### src/assert_macros.svh
// Assertion macros used by the RTL of the occupancy controller.
`ifndef ASSERT_MACROS_SVH
`define ASSERT_MACROS_SVH

// The consequent must hold in the same cycle as the antecedent.
`define OLFC_ASSERT_IMP(label, clk, rst_n, ante, cons) \
    label: assert property (@(posedge clk) disable iff (!rst_n) (ante) |-> (cons)) \
        else $error("olfc same-cycle check failed");

// The consequent must hold in the cycle after the antecedent.
`define OLFC_ASSERT_NEXT(label, clk, rst_n, ante, cons) \
    label: assert property (@(posedge clk) disable iff (!rst_n) (ante) |=> (cons)) \
        else $error("olfc next-cycle check failed");

`endif

### src/olfc_pkg.sv
// Types, constants and phase action functions of the occupancy controller.
package olfc_pkg;

    typedef enum logic [2:0] {
        PH_IDLE      = 3'd0,
        PH_FAN_OFF   = 3'd1,
        PH_OCCUPIED  = 3'd2,
        PH_CLOSED    = 3'd3,
        PH_CHECK     = 3'd4,
        PH_LEAVING   = 3'd5,
        PH_ANNOUNCE  = 3'd6,
        PH_ALARM     = 3'd7
    } t_phase;

    localparam logic CMD_SAMPLE = 1'b0;
    localparam logic CMD_FORCE  = 1'b1;

    localparam logic [1:0] CFG_DETECT_SAMPLES = 2'd0;
    localparam logic [1:0] CFG_IDLE_FAN_HOURS = 2'd1;
    localparam logic [1:0] CFG_MANUAL_FAN     = 2'd2;
    localparam logic [1:0] CFG_MANUAL_MUSIC   = 2'd3;

    localparam int IDLE_LIMIT_BITS = 28;
    localparam int HOUR_SECONDS    = 60 * 60;
    localparam int ANNOUNCE_WAIT   = 3 * 60;
    localparam int ALARM_WAIT      = 20;
    localparam int CHECK_WAIT      = 7;
    localparam int LEAVING_WAIT    = 5;
    localparam int CLOSED_WAIT     = 3;

    localparam logic [9:0]  DETECT_RESET = 10'd2;
    localparam logic [IDLE_LIMIT_BITS-1:0] IDLE_LIMIT_RESET =
        IDLE_LIMIT_BITS'(80 * HOUR_SECONDS);
    localparam logic [15:0] PIR_MAX = 16'hFFFF;

    typedef struct packed {
        logic       light;
        logic       fan;
        logic       music;
        logic [1:0] rep_n;
        logic       rep_first;
        logic       rep_second;
    } t_act_state;

    function automatic t_act_state f_report(t_act_state s, logic v);
        t_act_state r;
        r = s;
        case (s.rep_n)
            2'd0: begin
                r.rep_first = v;
                r.rep_n     = 2'd1;
            end
            2'd1: begin
                r.rep_second = v;
                r.rep_n      = 2'd2;
            end
            default: begin
            end
        endcase
        return r;
    endfunction

    function automatic t_act_state f_migrate(t_act_state s, t_phase p, logic manual_music);
        t_act_state r;
        r = s;
        case (p)
            PH_IDLE: begin
                r.light = 1'b0;
                r.fan   = 1'b1;
                r.music = 1'b0;
                r = f_report(r, 1'b0);
            end
            PH_FAN_OFF: begin
                r.light = 1'b0;
                r.fan   = 1'b0;
            end
            PH_OCCUPIED: begin
                r.light = 1'b1;
                r.fan   = 1'b0;
                if (!s.music) begin
                    r.music = 1'b1;
                    if (!manual_music) begin
                        r = f_report(r, 1'b1);
                    end
                end
            end
            PH_LEAVING: begin
                r.light = 1'b0;
            end
            PH_ALARM: begin
                r.fan   = 1'b1;
                r.music = 1'b0;
                r = f_report(r, 1'b0);
            end
            default: begin
            end
        endcase
        return r;
    endfunction

endpackage

### src/occupancy_light_fan_controller.sv
// A word accepted goes into the input register; its result goes into the result register,
// which drives the outputs. Throughput: one word per cycle unless the output stalls; the
// phase update is combinational between the two registers, so back-to-back words keep their
// order. A stalled result holds the compute stage; an empty input register still takes one.
// Reset (synchronous, active low) puts the phase in idle, clears the phase start times,
// sets the fan on and restores the register defaults; no clearing pass is needed.
`include "assert_macros.svh"

module occupancy_light_fan_controller #(
    parameter int TIME_BITS = 32
) (
    input  logic        i_clk,
    input  logic        i_rst_n,
    input  logic        i_cfg_valid,
    output logic        o_cfg_ready,
    input  logic [1:0]  i_cfg_index,
    input  logic [15:0] i_cfg_data,
    input  logic        i_in_valid,
    output logic        o_in_ready,
    input  logic        i_command,
    input  logic        i_pir_raw,
    input  logic        i_reed_raw,
    input  logic [31:0] i_now_seconds,
    output logic        o_out_valid,
    input  logic        i_out_ready,
    output logic [2:0]  o_phase_code,
    output logic        o_light_on,
    output logic        o_fan_on,
    output logic        o_music_on,
    output logic        o_led_on,
    output logic        o_person_present,
    output logic        o_door_level,
    output logic        o_door_changed,
    output logic [1:0]  o_report_count,
    output logic        o_report_first,
    output logic        o_report_second
);
    import olfc_pkg::*;

    localparam int CMP_BITS = (TIME_BITS > IDLE_LIMIT_BITS) ? TIME_BITS : IDLE_LIMIT_BITS;

    logic [9:0]                 r_detect;
    logic [IDLE_LIMIT_BITS-1:0] r_idle_limit;
    logic                       r_manual_fan;
    logic                       r_manual_music;

    logic                 r_in_valid;
    logic                 r_cmd;
    logic                 r_pir;
    logic                 r_reed;
    logic [TIME_BITS-1:0] r_now;

    t_phase               r_phase, n_phase;
    logic [TIME_BITS-1:0] r_phase_start [8];
    logic [TIME_BITS-1:0] n_phase_start [8];
    logic                 r_door_prev, n_door_prev;
    logic [15:0]          r_pir_count, n_pir_count;
    logic                 r_light, r_fan, r_music;
    logic                 r_led, n_led;

    logic       r_out_valid;
    logic [2:0] r_out_phase;
    logic       r_out_light, r_out_fan, r_out_music, r_out_led;
    logic       r_out_present, r_out_door_level, r_out_door_changed;
    logic [1:0] r_out_rep_n;
    logic       r_out_rep_first, r_out_rep_second;

    logic                 w_advance;
    logic                 w_fire;
    logic                 w_present;
    logic                 w_door_level;
    logic                 w_door_changed;
    logic                 w_open_edge;
    logic                 w_close_edge;
    logic [TIME_BITS-1:0] w_since;
    logic [CMP_BITS-1:0]  w_limit;
    logic                 w_elapsed;
    logic                 w_a1_valid, w_a2_valid, w_stamp_occupied;
    t_phase               w_a1, w_a2;
    t_act_state           w_s0, w_s1, w_s2;

    assign w_advance  = !r_out_valid || i_out_ready;
    assign w_fire     = r_in_valid && w_advance;
    assign o_in_ready = !r_in_valid || w_advance;
    assign o_cfg_ready = 1'b1;

    always_ff @(posedge i_clk) begin
        if (!i_rst_n) begin
            r_detect       <= DETECT_RESET;
            r_idle_limit   <= IDLE_LIMIT_RESET;
            r_manual_fan   <= 1'b0;
            r_manual_music <= 1'b0;
        end else if (i_cfg_valid) begin
            case (i_cfg_index)
                CFG_DETECT_SAMPLES: r_detect <= i_cfg_data[9:0];
                CFG_IDLE_FAN_HOURS: r_idle_limit <= IDLE_LIMIT_BITS'(i_cfg_data)
                                                  * IDLE_LIMIT_BITS'(HOUR_SECONDS);
                CFG_MANUAL_FAN:     r_manual_fan <= i_cfg_data[0];
                CFG_MANUAL_MUSIC:   r_manual_music <= i_cfg_data[0];
                default: begin
                end
            endcase
        end
    end

    always_ff @(posedge i_clk) begin
        if (!i_rst_n) begin
            r_in_valid <= 1'b0;
        end else if (o_in_ready) begin
            r_in_valid <= i_in_valid;
        end
    end

    always_ff @(posedge i_clk) begin
        if (i_in_valid && o_in_ready) begin
            r_cmd  <= i_command;
            r_pir  <= i_pir_raw;
            r_reed <= i_reed_raw;
            r_now  <= TIME_BITS'(i_now_seconds);
        end
    end

    assign w_since = r_now - r_phase_start[r_phase];

    always_comb begin
        case (r_phase)
            PH_IDLE:     w_limit = CMP_BITS'(r_idle_limit);
            PH_OCCUPIED: w_limit = CMP_BITS'(ANNOUNCE_WAIT);
            PH_CLOSED:   w_limit = CMP_BITS'(CLOSED_WAIT);
            PH_CHECK:    w_limit = CMP_BITS'(CHECK_WAIT);
            PH_LEAVING:  w_limit = CMP_BITS'(LEAVING_WAIT);
            PH_ANNOUNCE: w_limit = CMP_BITS'(ALARM_WAIT);
            default:     w_limit = '0;
        endcase
    end

    assign w_elapsed = CMP_BITS'(w_since) >= w_limit;

    always_comb begin
        n_door_prev      = r_door_prev;
        n_pir_count      = r_pir_count;
        n_led            = r_led;
        w_present        = 1'b0;
        w_door_level     = r_door_prev;
        w_door_changed   = 1'b0;
        w_a1_valid       = 1'b0;
        w_a1             = PH_IDLE;
        w_a2_valid       = 1'b0;
        w_a2             = PH_IDLE;
        w_stamp_occupied = 1'b0;

        if (r_cmd == CMD_FORCE) begin
            w_a1_valid = 1'b1;
            w_a1       = PH_IDLE;
        end else begin
            w_door_level   = r_reed;
            w_door_changed = r_reed != r_door_prev;
            n_door_prev    = r_reed;
            if (r_pir) begin
                if (r_pir_count == 16'(r_detect)) begin
                    n_led = 1'b1;
                end
                w_present = r_pir_count >= 16'(r_detect);
                if (r_pir_count != PIR_MAX) begin
                    n_pir_count = r_pir_count + 16'd1;
                end
            end else begin
                n_led       = 1'b0;
                n_pir_count = '0;
            end
        end

        w_open_edge  = w_door_changed && w_door_level;
        w_close_edge = w_door_changed && !w_door_level;

        if (r_cmd == CMD_SAMPLE) begin
            case (r_phase)
                PH_IDLE: begin
                    w_a1_valid = w_open_edge;
                    w_a1       = PH_OCCUPIED;
                    w_a2_valid = w_present || w_elapsed;
                    w_a2       = w_present ? PH_OCCUPIED : PH_FAN_OFF;
                end
                PH_FAN_OFF: begin
                    w_a1_valid = w_open_edge;
                    w_a1       = PH_OCCUPIED;
                    w_a2_valid = w_present;
                    w_a2       = PH_OCCUPIED;
                end
                PH_OCCUPIED: begin
                    w_a1_valid       = w_close_edge;
                    w_a1             = PH_CLOSED;
                    w_stamp_occupied = w_present;
                    w_a2_valid       = !w_present && w_elapsed;
                    w_a2             = PH_ANNOUNCE;
                end
                PH_CLOSED: begin
                    w_a1_valid = w_open_edge;
                    w_a1       = PH_OCCUPIED;
                    w_a2_valid = !w_present && w_elapsed;
                    w_a2       = PH_CHECK;
                end
                PH_CHECK: begin
                    w_a1_valid = w_open_edge;
                    w_a1       = PH_OCCUPIED;
                    w_a2_valid = w_present || w_elapsed;
                    w_a2       = w_present ? PH_OCCUPIED : PH_LEAVING;
                end
                PH_LEAVING: begin
                    w_a1_valid = w_open_edge;
                    w_a1       = PH_OCCUPIED;
                    w_a2_valid = w_present || w_elapsed;
                    w_a2       = w_present ? PH_OCCUPIED : PH_IDLE;
                end
                PH_ANNOUNCE: begin
                    w_a1_valid = w_door_changed;
                    w_a1       = w_open_edge ? PH_OCCUPIED : PH_CLOSED;
                    w_a2_valid = w_present || w_elapsed;
                    w_a2       = w_present ? PH_OCCUPIED : PH_ALARM;
                end
                default: begin
                    w_a1_valid = w_door_changed;
                    w_a1       = w_open_edge ? PH_OCCUPIED : PH_CLOSED;
                end
            endcase
        end

        w_s0 = '{light: r_light, fan: r_fan, music: r_music,
                 rep_n: 2'd0, rep_first: 1'b0, rep_second: 1'b0};
        w_s1 = w_a1_valid ? f_migrate(w_s0, w_a1, r_manual_music) : w_s0;
        w_s2 = w_a2_valid ? f_migrate(w_s1, w_a2, r_manual_music) : w_s1;

        n_phase = w_a2_valid ? w_a2 : (w_a1_valid ? w_a1 : r_phase);

        for (int i = 0; i < 8; i++) begin
            n_phase_start[i] = r_phase_start[i];
            if ((w_a1_valid && w_a1 == t_phase'(i)) || (w_a2_valid && w_a2 == t_phase'(i))
                    || (w_stamp_occupied && PH_OCCUPIED == t_phase'(i))) begin
                n_phase_start[i] = r_now;
            end
        end
    end

    always_ff @(posedge i_clk) begin
        if (!i_rst_n) begin
            r_phase     <= PH_IDLE;
            r_door_prev <= 1'b0;
            r_pir_count <= '0;
            r_light     <= 1'b0;
            r_fan       <= 1'b1;
            r_music     <= 1'b0;
            r_led       <= 1'b0;
            for (int i = 0; i < 8; i++) begin
                r_phase_start[i] <= '0;
            end
        end else if (w_fire) begin
            r_phase       <= n_phase;
            r_door_prev   <= n_door_prev;
            r_pir_count   <= n_pir_count;
            r_light       <= w_s2.light;
            r_fan         <= w_s2.fan;
            r_music       <= w_s2.music;
            r_led         <= n_led;
            r_phase_start <= n_phase_start;
        end
    end

    always_ff @(posedge i_clk) begin
        if (!i_rst_n) begin
            r_out_valid <= 1'b0;
        end else if (w_advance) begin
            r_out_valid <= r_in_valid;
        end
    end

    always_ff @(posedge i_clk) begin
        if (w_fire) begin
            r_out_phase        <= n_phase;
            r_out_light        <= w_s2.light;
            r_out_fan          <= r_manual_fan | w_s2.fan;
            r_out_music        <= w_s2.music;
            r_out_led          <= n_led;
            r_out_present      <= w_present;
            r_out_door_level   <= w_door_level;
            r_out_door_changed <= w_door_changed;
            r_out_rep_n        <= w_s2.rep_n;
            r_out_rep_first    <= w_s2.rep_first;
            r_out_rep_second   <= w_s2.rep_second;
        end
    end

    assign o_out_valid      = r_out_valid;
    assign o_phase_code     = r_out_phase;
    assign o_light_on       = r_out_light;
    assign o_fan_on         = r_out_fan;
    assign o_music_on       = r_out_music;
    assign o_led_on         = r_out_led;
    assign o_person_present = r_out_present;
    assign o_door_level     = r_out_door_level;
    assign o_door_changed   = r_out_door_changed;
    assign o_report_count   = r_out_rep_n;
    assign o_report_first   = r_out_rep_first;
    assign o_report_second  = r_out_rep_second;

    `OLFC_ASSERT_NEXT(a_held_word_kept, i_clk, i_rst_n, r_in_valid && !w_advance, r_in_valid)
    `OLFC_ASSERT_IMP(a_idle_fan_on, i_clk, i_rst_n, r_phase == PH_IDLE, r_fan && !r_music)
    `OLFC_ASSERT_IMP(a_fan_off_phase, i_clk, i_rst_n, r_phase == PH_FAN_OFF, !r_fan && !r_light)
    `OLFC_ASSERT_IMP(a_occupied_outputs, i_clk, i_rst_n, r_phase == PH_OCCUPIED,
        r_light && r_music && !r_fan)

endmodule

### config.mk
export PLATFORM = sky130hd
export DESIGN_NAME = occupancy_light_fan_controller
export DESIGN_NICKNAME = d
export VERILOG_FILES = /design/src/olfc_pkg.sv /design/src/occupancy_light_fan_controller.sv
export VERILOG_INCLUDE_DIRS = /design/src /design/src/src
export SDC_FILE = /design/constraint.sdc
export NUM_CORES = 1
export LEC_CHECK = 0
export ABC_AREA = 1
export BUFFER_PORTS_ARGS = -buffer_cell sky130_fd_sc_hd__clkbuf_2
export CORE_MARGIN = 3
export CORE_UTILIZATION = 55
export DETAILED_ROUTE_END_ITERATION = 8
export GPL_ROUTABILITY_DRIVEN = 0
export MAX_ROUTING_LAYER = met4
export PLACE_DENSITY = 0.75
export SLEW_MARGIN = 20
export SYNTH_ARGS = -nofsm -noshare
export SYNTH_HDL_FRONTEND = slang
export SYNTH_SLANG_ARGS = --single-unit
### constraint.sdc
create_clock -name i_clk -period 5.8 [get_ports i_clk]
set_input_delay 0.58 -clock i_clk [delete_from_list [all_inputs] [get_ports i_clk]]
set_output_delay 0.58 -clock i_clk [all_outputs]
set_load 0.02 [all_outputs]
Yosys cells after proc, flatten, opt, wreduce, memory -nomap -nowiden
Cells that the tools add are included.
- muxes and demuxes: 47
- $add $sub $neg: 2
- equal/unequal tests: 28
- bitwise operators: 3
- $lt $le $gt $ge: 3
- multipliers: 1
- reductions and logical operators: 62
- operators by type and width (cell ; count):
    $pmux 28 s6 ; 1
    $bmux 32 s3 ; 1
    $mux 32 ; 2
    $eq 3x3->1 const B ; 11
    $ge 32x32->1 ; 1
    $mux 16 ; 2
    $sub 32x32->32 ; 1
    $mul 16x8->24 const B ; 1
    $reduce_and 2->1 ; 12
    $logic_and 1x1->1 ; 21
    $mux 3 ; 7
    $pmux 3 s7 ; 1
    $pmux 5 s2 ; 2
    $eq 3x2->1 const B ; 6
    $add 16x1->16 const B ; 1
    $eq 16x10->1 ; 1
    $ge 16x10->1 ; 1
    $mux 1 ; 16
    $ne 16x16->1 const B ; 1
    $mux 7 ; 2
    $logic_or 1x1->1 ; 12
    $eq 3x1->1 const B ; 3
    $logic_not 3->1 ; 3
    $pmux 1 s3 ; 3
    19 further kinds ; 34
- output and inout bits: 17
- register bits after elaboration: 367

Longest topological paths before layout
Gate-level depths: netlist of the first run.
- word-level depth: 17
- mapped depth: 37
- depth with buffers taken out: 35

Least setup slack after synthesis of the first run
OpenSTA, ideal clock, no wires.
- path kind: reg2reg
- start point: register r_phase[1]
- end point: register r_out_rep_n[0], in the netlist o_report_count[0] (data pin)
- arrival time: 4.210 ns
- library setup time: 0.262 ns
- path slack: 1.328 ns
- path buffers: 4
- data required time: 5.538 ns
- cell stages (with the launch flop): 30
- clock period less this slack: 4.472 ns
- path through: dfxtp_1 > inv_2 > nand2_1 > buf_2 > buf_1 > o22ai_1 > o32ai_1 > ha_1 > nand3_1 > nand2_1 > nand2_1 > nand2_1 > nand2_1 > nand2_1 > a21o_1 > xor2_1 > ha_1 > a21oi_1 > nor2_1 > a211oi_1 > o221a_2 > nand2_1 > nand2_1 > nand2_1 > nand2_4 > a21oi_4 > buf_6 > buf_2 > nand3_1 > nand3_1
- RTL lines (element ; RTL line ; text):
    start, declared ; occupancy_light_fan_controller.sv:53 ; t_phase r_phase, n_phase;
    start signal, assigned ; occupancy_light_fan_controller.sv:257 ; r_phase <= n_phase;
    end signal, assigned ; occupancy_light_fan_controller.sv:286 ; r_out_rep_n <= w_s2.rep_n;
    end, declared ; occupancy_light_fan_controller.sv:65 ; logic [1:0] r_out_rep_n;

Worst setup path after layout of the first run
- start point: register r_phase[1]
- end point: register r_phase_start[208] in the netlist's numbering
- longest elaborated chain between the ends: 12
- elaborated cells on any way between the ends: 33
- those cells by class: add/sub (1); order compare (1); eq/ne (8); mux (12); bitwise (1); reduce/logical (10)
- RTL lines (element ; RTL line ; text):
    $not 3->4 (implied by the code) ; occupancy_light_fan_controller.sv:123 ; assign w_since = r_now - r_phase_start[r_phase];
    $bmux 32 s3 ; occupancy_light_fan_controller.sv:123 ;
    $mux 32 (implied by the code) (2 in a row) ; occupancy_light_fan_controller.sv:123 ;
    $sub 32x32->32 ; occupancy_light_fan_controller.sv:123 ;
    $ge 32x32->1 ; occupancy_light_fan_controller.sv:137 ; assign w_elapsed = CMP_BITS'(w_since) >= w_limit;
    $logic_or 1x1->1 / $logic_and 1x1->1 (equally long branches) ; -- ;
    $pmux 1 s3 ; occupancy_light_fan_controller.sv:177 ; case (r_phase)
    $mux 1 ; occupancy_light_fan_controller.sv:176 ; if (r_cmd == CMD_SAMPLE) begin
    $logic_and 1x1->1 ; occupancy_light_fan_controller.sv:237 ; if ((w_a1_valid && w_a1 == t_phase'(i)) || (w_a2_valid && w_a2 == t_phase'(i))
    $logic_or 1x1->1 (*) ; occupancy_light_fan_controller.sv:237 ;
    $reduce_and 2->1 (no source line) (*) ; -- ;
    end signal, assigned ; occupancy_light_fan_controller.sv:264 ; r_phase_start <= n_phase_start;
    end, declared ; occupancy_light_fan_controller.sv:54 ; logic [TIME_BITS-1:0] r_phase_start [8];
Mark *: on every way between the ends. The rest lies on a longest branch, timed or not. The select of a mux whose other input is x is not followed.
A chain may end at the register's enable or synchronous reset.

==> reports/qor.yml, run 1 <==
ys_types: 58
drv_slew: 0
ys_top_cells_by_count: "nand2_1, inv_1, nor2_1"
cp_data_arrival_time_ns: 5.95
syn_nets: 3134
firstDrtPassIters: 6
slew_headroom_pct: 37.38
start_util_pct: 56.45
crit_type: "reg2reg"
diodes: 0
cts_setup_buffers: 0
cts_tree: "yes"
io_buffers: 73
cap_violations: 0
grt_usage_pct: 30.36
ctsHoldBuffers: 0
drive_gt1_share_pct: 8.192
seq_area_frac_synth_pct: 37.56
clock_sinks: 367
cts_root_buffer: "clkbuf_16"
period_share_pct: 94.81
power_mw: 7.021
grt_pass1_vias: 18940
antenna_left: 0
cp-start-kind: "flip-flop"
tns_ns: 0
reg2reg_from: "r_phase[1]$_SDFFE_PN0P_"
synth_seq_cells: 367
post_drt_wl_per_cell_microns: 17.56
max_slew.worst_pin.slew_ns: 0.9393
synth_cells: 2920
rsz0062_at_grt: "false"
seqCellArea_sq_um: 7840
synth-edff-count: 49
synth_top_area_share_pct: 30.51
htreeDepth: 2
status: "finished, final reports clean"
numCtsBuffers: 40
die_x_microns: 200.8
num_rows: 70
async_flop_share_pct: 0
antenna_found_initial: 0
setup.worst_path.start: "r_phase[1]$_SDFFE_PN0P_"
synth_area_sq_um: 20870
crit_required_ns: 6.25
dr_total_vias: 19540
core_sq_um: 36960
dieArea_sq_um: 40310
synthFlopType: "dfxtp_1"
synth_top_area_cell: "dfxtp_1"
clk_pin_slew_ns: 0.06
multi_input_area_sq_um: 10770
cpPeakStageDelay_ns: 0.41
post-route-drc-count: 0
cp_max_fo: 32
gr-total-overflow: 0
total_leakage_power_nw: 10.54
hp-class: "in2reg"
dpl.hpwl_microns: 40250
drtIter0Drc: 1793
crit_slowest_cell: "dfxtp_1"
setup_viol: 0
fmax_mhz: 181.9
grt_max_degree: 174
yosys_warnings: 0
die_h_microns: 200.8
crit_top_cell: "nand2_1"
area_growth_pct: 9.787
cts_resized: 0
grt_pass1_wl_microns: 97450
wl_microns: 60520
final_nets: 3127
period_minus_slack_ns: 5.499
finalHoldViolations: 0
finalClockSkew_ns: 0.01601
avgSynthCellArea_sq_um: 7.146
ios: 75
synth_area_leaders: "dfxtp_1, nand2_1, ha_1"
p_per_area_nw_per_um2: 306.5
vdd_drop_max_uv: 241.4
clk_latency_ns: 0.54
clock_path_buffers: 3
critPathCaptureType: "flip-flop"
n_fill_cell: 3275
yosysMostFrequentCell: "nand2_1"
worstHoldStart: "i_now_seconds[17]"
via_per_inst: 5.669
stage by stage:
stage / instances / utilization, % / hold slack [ns] / cell area, sq um / setup slack (ns)
floorplan: 2920 / - / 0.4237 / 20870 / 1.328
global placement: 3375 / 58.46 / 0.4332 / 21610 / 0.4629
detailed placement: 3375 / 58.46 / 0.4393 / 21610 / 0.3346
CTS: 3446 / 61.91 / 0.2083 / 22880 / 0.2848
global route: 3446 / 61.98 / 0.2132 / 22910 / 0.01223
finish: 3446 / 61.98 / 0.2227 / 22910 / 0.3010
flip-flops by register name (all words and copies together), names as in the netlist, 2 cells and up:
| register | cells |
|---|---|
| r_phase_start | 256 |
| r_now | 32 |
| o_phase_code | 3 |
| r_detect | 10 |
| r_idle_limit | 24 |
| r_pir_count | 16 |
| r_phase | 3 |
| o_report_count | 2 |
layer usage:
metal	wire length, microns	vias to the layer above	track usage, %
met3	5424	209	4.443
met2	28150	900	50.39
met5	0	-	-
met4	2473	0	11.97
li1	-	9359	-
met1	24460	9068	37.50
final cells by class:
class	count	share of cell area (%)
Multi-Input combinational cell	1970	47.01
Sequential cell	367	34.23
Inverter	413	6.795
Clock buffer	58	5.156
Timing Repair Buffer	121	3.649
Tap cell	504	2.753
Clock inverter	13	0.4097
placed cells by master (no fill, tap or decap), types with 8 or more instances in the layout:
cell type  count
dfxtp_1      316
o2111ai_1     33
o21bai_1      17
nand4_1        8
clkbuf_2      72
nor2_1       338
buf_4         39
clkinv_2       8
o32ai_1       20
a21oi_2       11
nand2_1      666
a22oi_1       14
clkbuf_1       9
a21oi_1      214
xnor2_1       15
buf_12         8
clkbuf_16     42
o22ai_1       24
nor3_1        54
nand3_1      146
o21ai_0      155
xor2_1        23
fa_1          25
inv_1        402
edfxtp_1      49
ha_1         131
nand2_2       12
worst max-delay path: cells and delay by family, from the launching register on:
family / cells / cell delay, ns
xor+xnor: 1 / 0.21
buf+inv: 5 / 1.21
compound gates: 8 / 1.35
simple gates: 14 / 1.49
fa+ha+maj: 2 / 0.69
flops: 1 / 0.41
final timing paths:
kind	endpoint	slack, ns	depth (start not counted)
worst max-delay path	r_phase_start[208]$_SDFFE_PN0P_	0.30	30
worst min-delay path	r_now[17]$_DFFE_PP_	0.22	1
worst max register to register	r_phase_start[208]$_SDFFE_PN0P_	0.30	30
worst min register to register	r_phase_start[148]$_SDFFE_PN0P_	0.45	2
report_power, final:
group          leakage (nW)  switching [mW]  internal [mW]
sequential             3.05          0.0894           2.67
combinational          6.85            1.13          0.644
clock                 0.633            1.03           1.46
cell families after synthesis:
logic type | share of synthesized area (%)
AND/OR/NAND/NOR | 24.73
buffers and inverters | 11.06
AO/OA/AOI/OAI | 14.78
flip-flops | 37.56
adder cells (fa/ha/maj) | 10.25
XOR/XNOR | 1.595
other | 0.01797
(Power assumes the default switching activity.)
==> run 2: changes to the inputs <==
--- a/config.mk
+++ b/config.mk
@@ -8,12 +8,13 @@
 export LEC_CHECK = 0
 export ABC_AREA = 1
 export BUFFER_PORTS_ARGS = -buffer_cell sky130_fd_sc_hd__clkbuf_2
+export CORE_ASPECT_RATIO = 1.5
 export CORE_MARGIN = 3
-export CORE_UTILIZATION = 55
+export CORE_UTILIZATION = 50
 export DETAILED_ROUTE_END_ITERATION = 8
 export GPL_ROUTABILITY_DRIVEN = 0
 export MAX_ROUTING_LAYER = met4
-export PLACE_DENSITY = 0.75
+export PLACE_DENSITY = 0.7
 export SLEW_MARGIN = 20
 export SYNTH_ARGS = -nofsm -noshare
 export SYNTH_HDL_FRONTEND = slang
==> reports/qor.yml, run 2 (synthesis gave the netlist of run 1 again) <==
cts_root_buffer: "clkbuf_16"
antenna_found_initial: 0  # unchanged
reg2reg_depth: 28  # -6.7%
pwr-share-seq_pct: 39.6  # +0.3 points
grt_pass1_wl_microns: 99820  # +2.4%
rsz0062_at_grt: "false"
largest_reg_flops: 256  # unchanged
clock_path_buffers: 3  # unchanged
placed_area_sq_um: 21750  # +0.65%
holdWs_ns: 0.2203  # -0.002436 ns
drtIter0Drc: 1774  # -1.1%
cap_violations: 0  # unchanged
htreeDepth: 2  # unchanged
cp-start-kind: "flip-flop"
dieArea_sq_um: 44270  # +9.8%
period_share_pct: 94.20  # -0.61 points
period_minus_slack_ns: 5.464  # -0.03523 ns
combPwrFrac_pct: 25.8  # +0.5 points
finalInstanceArea_sq_um: 22950  # +0.20%
die_x_microns: 172.8  # -14%
crit_type: "reg2reg"
finalClockSkew_ns: 0.01654  # +0.0005382 ns
switching_share_pct: 32.40  # +0.32 points
numCtsBuffers: 37  # -7.5%
fmax_mhz: 183.0  # +0.65%
start_util_pct: 50.62  # -5.8 points
drv_slew: 0  # unchanged
grt_pass1_vias: 19030  # +0.48%
reg.largest.list: "r_phase_start x256, r_now x32, r_idle_limit x24"
grt_usage_pct: 28.42  # -1.9 points
regMostFlops: "r_phase_start"
tns_ns: 0  # unchanged
power_mw: 6.966  # -0.79%
finalHoldViolations: 0  # unchanged
clk_latency_ns: 0.54  # about the same
clock_sinks: 367  # unchanged
place_ws_ns: 0.2797  # -0.05490 ns
wl_microns: 62860  # +3.9%
firstDrtPassIters: 6  # unchanged
antenna_left: 0  # unchanged
die_h_microns: 256.2  # +28%
total_leakage_power_nw: 10.51  # -0.22%
dr_total_vias: 19490  # -0.26%
drive_gt1_share_pct: 8.106  # -0.085 points
cts_setup_buffers: 0  # unchanged
r2r_slack_ns: 0.34  # +0.04 ns
hp-class: "in2reg"
cpPeakStageDelay_ns: 0.46  # +0.05 ns
post-route-drc-count: 0  # unchanged
slew_headroom_pct: 28.35  # -9.0 points
max_slew.worst_pin.slew_ns: 1.071  # +0.1316 ns
internal_power_mw: 4.709  # -1.3%
ios: 75  # unchanged
diodes: 0  # unchanged
final_nets: 3125  # -0.064%
critPathCaptureType: "flip-flop"
vdd_drop_max_uv: 206.4  # -14%
power_frac_clock_pct: 34.6  # -0.9 points
setup_slack_ns: 0.3362  # +0.03523 ns
via_per_inst: 5.577  # -1.6%
crit_required_ns: 6.18  # -0.07 ns
dpl.hpwl_microns: 42770  # +6.3%
cp_max_fo: 24  # -25%
io_buffers: 73  # unchanged
final_cell_mix: "nand2_1, inv_1, nor2_1"
post_drt_wl_per_cell_microns: 17.99  # +2.5%
cp_data_arrival_time_ns: 5.84  # -0.11 ns
switchingPower_mw: 2.257  # +0.19%
p_per_area_nw_per_um2: 303.5  # -0.99%
final_common_cell: "nand2_1"
crit_slowest_cell: "dfxtp_1"
setup_viol: 0  # unchanged
cts_tree: "yes"
grt_max_degree: 142  # -18%
gr-total-overflow: 0  # unchanged
area_growth_pct: 10.01
status: "finished, final reports clean"
num_rows: 91  # +30%
core_sq_um: 41220  # +12%
holdPathStages: 1  # unchanged
crit_top_cell: "nand2_1"
clk_pin_slew_ns: 0.07  # about the same
-- run 2: cell types whose count changed in the layout (fill, tap and decap cells not counted), sizes merged --
cell,previous run,this run
bufinv,1,3
clkinv,14,10
clkinvlp,0,1
clkbuf,130,124
buf,49,50
-- run 2: critical path, delay by kind of cell, from the launching register on --
family / cells / cell delay (ns)
AO/OA/AOI/OAI: 7 / 1.59
AND/OR/NAND/NOR: 14 / 1.45
buffers and inverters: 4 / 0.99
adder cells (fa/ha/maj): 2 / 0.66
flip-flops: 1 / 0.46
XOR/XNOR: 1 / 0.12
-- run 2: final cells by class --
cell class	instances	area [sq um]
inverters	413	1553
multi-input cells	1970	10770
clock buffers	52	1044
repair buffers	122	905.9
well taps	558	698.2
flip-flops and latches	367	7840
clock inverters	12	141.4
fillers	3965	18260
-- run 2: worst paths after layout --
kind,from,end
worst max register to register,r_phase[1]$_SDFFE_PN0P_,r_phase_start[207]$_SDFFE_PN0P_
worst min-delay path,i_now_seconds[5],r_now[5]$_DFFE_PP_
worst max-delay path,r_phase[1]$_SDFFE_PN0P_,r_phase_start[207]$_SDFFE_PN0P_
worst min register to register,r_phase_start[144]$_SDFFE_PN0P_,r_phase_start[144]$_SDFFE_PN0P_
-- run 2: repair_timing --
item                                    4_1_cts  5_1_grt
endpoints found under the setup margin        0       57
hold endpoints to repair                      0        0
resized for setup                             0        4
hold buffers                                  0        0
-- run 2: metrics by stage --
| stage | instances | utilization, % |
|---|---|---|
| 6_report | 3494 | 55.69 |
| 2_1_floorplan | 2920 | - |
| 3_3_place_gp | 3430 | 52.77 |
| 4_1_cts | 3494 | 55.64 |
| 5_1_grt | 3494 | 55.69 |
| 3_5_place_dp | 3430 | 52.77 |
-- run 2: power groups by stage --
stage | Combinational, mW | Clock, mW | Sequential, mW
after floorplan | 1.31 | 0 | 2.76
after global placement | 1.72 | 0 | 2.81
after detailed placement | 1.77 | 0 | 2.81
final | 1.80 | 2.41 | 2.76
after CTS | 1.79 | 2.44 | 2.75
after global routing | 2.03 | 2.53 | 2.76
-- run 2: metal layers --
layer  GRT usage, %  vias up  wire, microns
li1               -     9347              -
met1          31.86     9055          23710
met2          49.66      827          31000
met3          3.615      256           4462
met4          14.54        0           3695
met5              -        -              0
